==> src/hdl/i2cms_pkg.sv <==
// Shared types and constants for the I2C master script engine.
package i2cms_pkg;

    // Operations of an input transaction
    localparam logic [1:0] OP_TICK  = 2'd0;
    localparam logic [1:0] OP_READ  = 2'd1;
    localparam logic [1:0] OP_WRITE = 2'd2;

    // Register selects
    localparam logic [2:0] REG_IADR = 3'd0;
    localparam logic [2:0] REG_IFDR = 3'd1;
    localparam logic [2:0] REG_I2CR = 3'd2;
    localparam logic [2:0] REG_I2SR = 3'd3;
    localparam logic [2:0] REG_I2DR = 3'd4;

    // Configuration register indexes
    localparam logic [2:0] CFG_HOLD_START = 3'd0;
    localparam logic [2:0] CFG_CLOCK_LOW  = 3'd1;
    localparam logic [2:0] CFG_CLOCK_HIGH = 3'd2;
    localparam logic [2:0] CFG_DATA_HOLD  = 3'd3;
    localparam logic [2:0] CFG_STOP_SETUP = 3'd4;
    localparam logic [2:0] CFG_BUS_FREE   = 3'd5;
    localparam logic [2:0] CFG_TIMEOUT    = 3'd6;

    // Control and status bit positions
    localparam int CR_IEN  = 7;
    localparam int CR_MSTA = 5;
    localparam int CR_TXAK = 3;
    localparam int SR_IBB  = 5;
    localparam int SR_IAL  = 4;
    localparam int SR_IIF  = 1;
    localparam int SR_RXAK = 0;

    localparam logic [7:0] CTRL_STORE_MASK = 8'hfc;
    localparam logic [7:0] IADR_MASK       = 8'hfe;
    localparam logic [5:0] IFDR_MASK       = 6'h3f;
    localparam logic [7:0] SR_W0C_MASK     = 8'h12;

    // Master modes
    localparam logic [1:0] M_IDLE  = 2'd0;
    localparam logic [1:0] M_READ  = 2'd1;
    localparam logic [1:0] M_WRITE = 2'd2;

    // Micro-instruction opcodes (U_NONE marks an absent slot)
    typedef logic [3:0] t_uop;
    localparam t_uop U_NONE    = 4'h0;
    localparam t_uop U_SDA_LOW = 4'h1;
    localparam t_uop U_SDA_REL = 4'h2;
    localparam t_uop U_SCL_LOW = 4'h3;
    localparam t_uop U_SCL_REL = 4'h4;
    localparam t_uop U_ARB     = 4'h5;
    localparam t_uop U_WAIT    = 4'h6;
    localparam t_uop U_SYNC    = 4'h7;
    localparam t_uop U_END     = 4'h8;
    localparam t_uop U_IRQ     = 4'h9;
    localparam t_uop U_ACKCHK  = 4'ha;
    localparam t_uop U_BIT     = 4'hb;
    localparam t_uop U_ACKIN   = 4'hc;
    localparam t_uop U_RXDONE  = 4'hd;
    localparam t_uop U_BUSFREE = 4'he;

    localparam logic [23:0] START_SETTLE_TICKS = 24'd50;

    typedef struct packed {
        logic [1:0] operation;
        logic [2:0] reg_select;
        logic [7:0] write_data;
        logic       sda_in;
        logic       scl_in;
    } t_in_item;

    typedef struct packed {
        logic [7:0] read_data;
        logic       sda_drive_low;
        logic       scl_drive_low;
        logic       irq_n;
        logic       engine_fault;
    } t_out_item;

    typedef enum logic [1:0] {
        GK_START    = 2'd0,
        GK_STOP     = 2'd1,
        GK_SEND     = 2'd2,
        GK_RECV_ACK = 2'd3
    } t_gen_kind;

    typedef struct packed {
        logic       go;
        t_gen_kind  kind;
        logic [7:0] tx_byte;
        logic       rx_after;
        logic       from_idle;
        logic       txak;
    } t_gen_cmd;

    typedef struct packed {
        logic        valid;
        t_uop        op;
        logic [23:0] arg;
    } t_gen_emit;

    typedef struct packed {
        logic [23:0] hold_start;
        logic [23:0] clock_low;
        logic [23:0] clock_high;
        logic [23:0] data_hold;
        logic [23:0] stop_setup;
        logic [23:0] bus_free;
    } t_timing;

endpackage

==> src/hdl/i2cms_gen.sv <==
// Script generator: expands start, stop, send and receive into micro-instructions.
module i2cms_gen import i2cms_pkg::*; (
    input  logic      i_clk,
    input  logic      i_rst_n,
    input  t_gen_cmd  i_cmd,
    input  t_timing   i_tim,
    output t_gen_emit o_emit,
    output logic      o_busy
);

    typedef enum logic [8:0] {
        G_IDLE   = 9'b000000001,
        G_START  = 9'b000000010,
        G_STOP   = 9'b000000100,
        G_TX     = 9'b000001000,
        G_ACKCHK = 9'b000010000,
        G_NAK    = 9'b000100000,
        G_RXPRE  = 9'b001000000,
        G_RX     = 9'b010000000,
        G_RXEND  = 9'b100000000
    } t_gph;

    t_gph        r_ph, n_ph;
    logic [3:0]  r_step, n_step;
    logic [3:0]  r_cnt, n_cnt;
    logic [7:0]  r_byte;
    logic        r_rx, r_idle, r_txak;
    logic [23:0] low_part;
    t_uop        pre_op, mid_op, e_op;
    logic [23:0] e_arg;
    logic        tx_bit;

    assign low_part = (i_tim.clock_low > i_tim.data_hold) ?
                      (i_tim.clock_low - i_tim.data_hold) : 24'd0;
    assign tx_bit   = r_byte[~r_cnt[2:0]];

    // SDA setup before the pulse and the action while SCL is high
    always_comb begin
        pre_op = U_NONE;
        mid_op = U_NONE;
        case (r_ph)
            G_TX: begin
                if (r_cnt == 4'd8) begin
                    pre_op = U_SDA_REL;
                    mid_op = U_ACKIN;
                end else begin
                    pre_op = tx_bit ? U_SDA_REL : U_SDA_LOW;
                    mid_op = tx_bit ? U_ARB : U_NONE;
                end
            end
            G_NAK: begin
                pre_op = r_txak ? U_SDA_REL : U_SDA_LOW;
                mid_op = r_txak ? U_ARB : U_NONE;
            end
            G_RX: mid_op = U_BIT;
            default: ;
        endcase
    end

    always_comb begin
        n_ph   = r_ph;
        n_step = r_step + 4'd1;
        n_cnt  = r_cnt;
        e_op   = U_NONE;
        e_arg  = 24'd0;
        case (r_ph)
            G_IDLE: begin
                n_step = 4'd0;
                n_cnt  = 4'd0;
                if (i_cmd.go) begin
                    case (i_cmd.kind)
                        GK_START: n_ph = G_START;
                        GK_STOP:  n_ph = G_STOP;
                        GK_SEND:  n_ph = G_TX;
                        default:  n_ph = G_NAK;
                    endcase
                end
            end
            G_START: begin
                case (r_step)
                    4'd0: e_op = r_idle ? U_BUSFREE : U_SDA_REL;
                    4'd1: begin
                        e_op  = U_WAIT;
                        e_arg = r_idle ? START_SETTLE_TICKS : low_part;
                        if (r_idle) n_step = 4'd5;
                    end
                    4'd2: e_op = U_SCL_REL;
                    4'd3: e_op = U_SYNC;
                    4'd4: begin e_op = U_WAIT; e_arg = i_tim.clock_high; end
                    4'd5: e_op = U_ARB;
                    4'd6: e_op = U_SDA_LOW;
                    4'd7: begin e_op = U_WAIT; e_arg = i_tim.hold_start; end
                    4'd8: e_op = U_SCL_LOW;
                    default: begin
                        e_op  = U_WAIT;
                        e_arg = i_tim.data_hold;
                        n_ph  = G_IDLE;
                    end
                endcase
            end
            G_STOP: begin
                case (r_step)
                    4'd0: e_op = U_SDA_LOW;
                    4'd1: begin e_op = U_WAIT; e_arg = low_part; end
                    4'd2: e_op = U_SCL_REL;
                    4'd3: e_op = U_SYNC;
                    4'd4: begin e_op = U_WAIT; e_arg = i_tim.stop_setup; end
                    4'd5: e_op = U_SDA_REL;
                    default: begin
                        e_op  = U_WAIT;
                        e_arg = i_tim.bus_free;
                        n_ph  = G_IDLE;
                    end
                endcase
            end
            G_TX, G_NAK, G_RX: begin
                // one SCL pulse, eight slots
                case (r_step)
                    4'd0: e_op = pre_op;
                    4'd1: begin e_op = U_WAIT; e_arg = low_part; end
                    4'd2: e_op = U_SCL_REL;
                    4'd3: e_op = U_SYNC;
                    4'd4: begin e_op = U_WAIT; e_arg = i_tim.clock_high; end
                    4'd5: e_op = mid_op;
                    4'd6: e_op = U_SCL_LOW;
                    default: begin
                        e_op   = U_WAIT;
                        e_arg  = i_tim.data_hold;
                        n_step = 4'd0;
                        n_cnt  = r_cnt + 4'd1;
                        if (r_ph == G_TX && r_cnt == 4'd8) begin
                            n_ph = G_ACKCHK;
                        end else if (r_ph == G_NAK) begin
                            n_ph = G_RXPRE;
                        end else if (r_ph == G_RX && r_cnt == 4'd7) begin
                            n_ph = G_RXEND;
                        end
                    end
                endcase
            end
            G_ACKCHK: begin
                e_op = U_ACKCHK;
                n_ph = r_rx ? G_RXPRE : G_IDLE;
            end
            G_RXPRE: begin
                e_op   = U_SDA_REL;
                n_ph   = G_RX;
                n_step = 4'd0;
                n_cnt  = 4'd0;
            end
            G_RXEND: begin
                if (r_step == 4'd0) begin
                    e_op = U_RXDONE;
                end else begin
                    e_op = U_IRQ;
                    n_ph = G_IDLE;
                end
            end
            default: n_ph = G_IDLE;
        endcase
    end

    always_ff @(posedge i_clk) begin
        if (!i_rst_n) begin
            r_ph   <= G_IDLE;
            r_step <= 4'd0;
            r_cnt  <= 4'd0;
        end else begin
            r_ph   <= n_ph;
            r_step <= n_step;
            r_cnt  <= n_cnt;
        end
        if (r_ph == G_IDLE && i_cmd.go) begin
            r_byte <= i_cmd.tx_byte;
            r_rx   <= i_cmd.rx_after;
            r_idle <= i_cmd.from_idle;
            r_txak <= i_cmd.txak;
        end
    end

    assign o_emit.valid = (e_op != U_NONE);
    assign o_emit.op    = e_op;
    assign o_emit.arg   = e_arg;
    assign o_busy       = (r_ph != G_IDLE);

endmodule

==> config.mk <==
export PLATFORM = sky130hd
export DESIGN_NAME = i2cms_gen
export DESIGN_NICKNAME = d
export VERILOG_FILES = /design/src/hdl/i2cms_pkg.sv /design/src/hdl/i2cms_gen.sv
export SDC_FILE = /design/constraint.sdc
export NUM_CORES = 1
export LEC_CHECK = 0
export BUFFER_PORTS_ARGS = -buffer_cell sky130_fd_sc_hd__clkbuf_2
export CAP_MARGIN = 25
export CORE_AREA = 5 5 98 100
export CTS_CLUSTER_SIZE = 28
export DETAILED_ROUTE_END_ITERATION = 12
export DIE_AREA = 0 0 103 105
export PLACE_DENSITY = 0.87
export SLEW_MARGIN = 20
export SYNTH_ARGS = -nofsm -noshare
export SYNTH_HDL_FRONTEND = slang
export SYNTH_SLANG_ARGS = --single-unit
export TNS_END_PERCENT = 10
==> constraint.sdc <==
create_clock -name i_clk -period 4.2 [get_ports i_clk]
set_input_delay 0.63 -clock i_clk [delete_from_list [all_inputs] [get_ports i_clk]]
set_output_delay 0.63 -clock i_clk [all_outputs]
set_load 0.05 [all_outputs]
Word-level counts from Yosys, hierarchy flattened. Index checks and enable logic that the tools add are counted.

Register bits after elaboration: 28. Logic and storage cells: 97.

Add/sub/neg operators: 3. Magnitude comparators: 2. Eq/ne operators: 28. Multiplexer cells: 39. Bitwise operators: 1. Reduce and logical (&&, ||, !) cells: 17.

Operators with widths (number): case mux 24 bit (3 select lines) (3); case mux 24 bit (4 select lines) (1); 2-to-1 mux 9 bit (8); case mux 9 bit (7 select lines) (1); 2-to-1 mux 24 bit (2); case mux 4 bit (6 select lines) (2); > comparator 24 bit (1); 2-to-1 mux 4 bit (6); case mux 4 bit (3 select lines) (2); subtractor 24 bit (1); == test 4 x 3 -> 1 bit, second input constant (5); case mux 4 bit (5 select lines) (1); case mux 6 bit (3 select lines) (1); case mux 3 bit (4 select lines) (1); OR reduction 6 bit (2); != test 2 bit, second input constant (5); == test 9 x 1 -> 1 bit, second input constant (1); == test 9 x 2 -> 1 bit, second input constant (1); == test 9 x 3 -> 1 bit, second input constant (1); == test 9 x 4 -> 1 bit, second input constant (1); == test 9 x 5 -> 1 bit, second input constant (1); == test 9 x 6 -> 1 bit, second input constant (1); == test 9 x 7 -> 1 bit, second input constant (1); == test 9 x 8 -> 1 bit, second input constant (1); 31 further kinds (40).

Depth between registers and ports, before layout.
Depth in word-level cells: 9. Mapped depth: 12. Depth with buffers taken out: 11.

Worst setup path before layout. Ideal clock, no wire load.

Kind: register to output. From: register r_ph[8]. To: output port o_emit[2] (netlist bit). Arrival time: 3336 ps. Required time: 3570 ps. Slack: 234 ps. Stages on the path, launching flop included: 6. Buffers on the path: 1. Path through: dfxtp_1 nor4_4 nand2_2 or4b_1 buf_2 o311ai_0.

RTL lines: from (decl) (RTL line i2cms_gen.sv:23) `t_gph r_ph, n_ph;`; from (signal assigned) (RTL line i2cms_gen.sv:169) `r_ph <= n_ph;`; to (decl) (RTL line i2cms_gen.sv:7) `output t_gen_emit o_emit,`.

==> metrics.txt <==
status completed; synthesized area per cell slightly above 7 um2; die width around 100 um; die area 0.0108 mm2; post-route ant nets 0; pin count of the biggest net entering global routing 39; Synth Cell Area ~0.0045 mm2; CTS root buf clkbuf_8; cts bufs inserted 3; Hold/Removal Path Class in -> reg; Tot GR Track Use 33.3%; via count just over 6,000; Startpoint Class input port; Placement Setup Slack 0.168 ns; Area Growth Syn to Fin 29.9%; arrival time at the worst endpoint 3.38 ns; Seq pwr share 21.1%; setup_tns 0 ns; CP cell instances clkbuf_2 -> inv_1 -> ha_1 -> nor2b_1 -> o31ai_2 -> a21oi_1 -> o311ai_4 -> o21ai_1 -> a2111oi_2 -> xnor2_1 -> a211o_1 -> buf_12; H-tree levels 1; Die Ht 105 um; reg-to-reg slack, setup about 1.4 ns; kind of critical path in -> out; setup violators final 0; clock latency at the later pin of the worst-skew pair 0.28 ns; top area cells in the synthesized netlist ha_1 8.3%, dfxtp_1 7.5%, a22oi_1 7.5%; Iteration-0 DRC Markers 698; DP HPWL 14,800 um; worst-case clock buffer depth 2; Worst path top cell family by delay compound AO/OA/AOI/OAI gates; Yosys top cell area share 8.29%; synthesized flop and latch total 28; CTS tree yes; Sw Share 50.3%; first-pass GRT wire length 29,400 um; Final Power 1.83 mW; core area 0.00859 mm2; Post-Syn Instances 632; fin crit period 4.01 ns; RSZ-0062 raised after global routing false; register area share after synthesis 14.8%; Final Skew roughly 0.0051 ns; Initial Util 52.7%; Final Cell Area 0.00589 mm2; drt first pass iters 6; max_cap viols 0; number of diodes 0; Worst EP required 3.57 ns; Clk pwr share a little under an eighth; Area after DPL ~0.0058 mm2; leakage power 2.72 nW; Layout fillers 740; top_reg_cell synth dfxtp_1; most frequent cells in the layout 176 x clkbuf_2, 68 x nor2_1, 49 x a21oi_1; CP Capture Type primary output; CTS clk-pin slew, worst paths around 0.10 ns; Internal Power 0.908 mW; setup ws final 0.193 ns; Fin. Hold Viols 0; io pins 190; final worst-path cycle share 95.4%; row count 34; Slew HR 37.1%; maximum VDD drop 0.000183 V; share of async-settable or async-resettable flops after synthesis 0%; CP Max Fanout 4; Pins Over Slew Limit 0; initial antenna violation count 0; WL/cell 20.8 um; Peak Freq 250 MHz; Syn Nets 823; critical path's slowest cell o311ai_4; # DRC 0; Ys Warns 0; Port Buffers 189; Pwr Density 310 mW/mm2; most common cell after layout, fill and taps aside clkbuf_2; GRT overflow 0; Worst Tran Pin Value 0.944 ns; vias in the first global route 5,984; Synth area leader ha_1; crit path buf inv count 3; clk sinks 28; CP max stage delay 0.39 ns; EDFF count, synth 11; Nets between 900 and 1,000; layout cells sized above 1 about 29%; Comb pwr share 67.0%; synth unique cells 71; DRT Wirelength 18,900 um; Final GP Congestion between 0.9 and 1; NetSw 0.920 mW; vias per cell 6.72
power by group through the flow:
stage	clock network [mW]	registers, mW	logic [mW]
6_report	0.216	0.386	1.23
5_1_grt	0.228	0.392	1.32
4_1_cts	0.215	0.385	1.19
3_5_place_dp	0	0.391	1.18
3_3_place_gp	0	0.387	1.16
2_1_floorplan	0	0.377	0.804
cells in the mapped netlist (all sizes together) (8+ instances only):
cell,instances
a31oi,14
ha,30
xor2,16
a211o,20
nand2b,12
nor2b,10
a21oi,49
o21ai,51
a22oi,45
a222oi,21
edfxtp,11
nand3,11
clkbuf,39
dfxtp,17
o22ai,23
xnor2,8
inv,39
nor2,69
nand4,11
a21o,10
nor3,8
nand2,40
final timing paths:
path,start,to,cells past startpoint
worst max-delay path,i_tim[49],o_emit[23],12
worst max register to register,r_ph[0]$_SDFFE_PN1P_,r_ph[1]$_SDFFE_PN0P_,8
worst min-delay path,i_cmd[9],r_byte[6]$_DFFE_PP_,1
worst min register to register,r_step[0]$_SDFF_PN0_,r_step[0]$_SDFF_PN0_,1
cells by family after synthesis:
family / count (synthesis) / synth area share (%)
compound gates: 276 / 42.5
xor+xnor: 24 / 4.64
fa+ha+maj: 31 / 8.73
buf+inv: 80 / 6.68
flops: 28 / 14.8
mux: 5 / 1.68
simple gates: 188 / 21.0
cell type report:
type	instances	area (um2)	area share, %
clock inverter	1	30.0	0.510
inverter	39	146	2.49
multi-input combinational	524	3590	61.0
sequential	28	671	11.4
clock buffer	3	41.3	0.701
tap	108	135	2.30
timing repair buffer	205	1270	21.6
per-layer routing:
| metal | vias to the layer above | track usage (%) | routed length [um] |
|---|---|---|---|
| li1 | 2786 | - | - |
| met1 | 2833 | 45.3 | 7680 |
| met2 | 432 | 53.6 | 8800 |
| met3 | 53 | 4.20 | 1830 |
| met4 | 0 | 11.7 | 552 |
| met5 | - | 0 | 0 |
flip-flops by register name, indices dropped and copies added, names as in the netlist:
register / cells
r_ph: 9
r_byte: 8
r_cnt: 4
r_step: 4
r_idle: 1
r_rx: 1
r_txak: 1
through the flow:
step / util [%] / hold slack [ns] / cells
CTS: 68.4 / 0.521 / 908
floorplan: - / 0.466 / 632
global route: 68.5 / 0.505 / 908
finish: 68.5 / 0.520 / 908
detailed placement: 67.5 / 0.501 / 904
global placement: 67.5 / 0.489 / 904
what timing repair did:
item	in CTS	in global routing
hold buffers	0	0
gates resized for setup	0	2
endpoints found under the setup margin	0	7
setup buffers	0	0
Note: power is estimated with default switching activity, not from simulation.
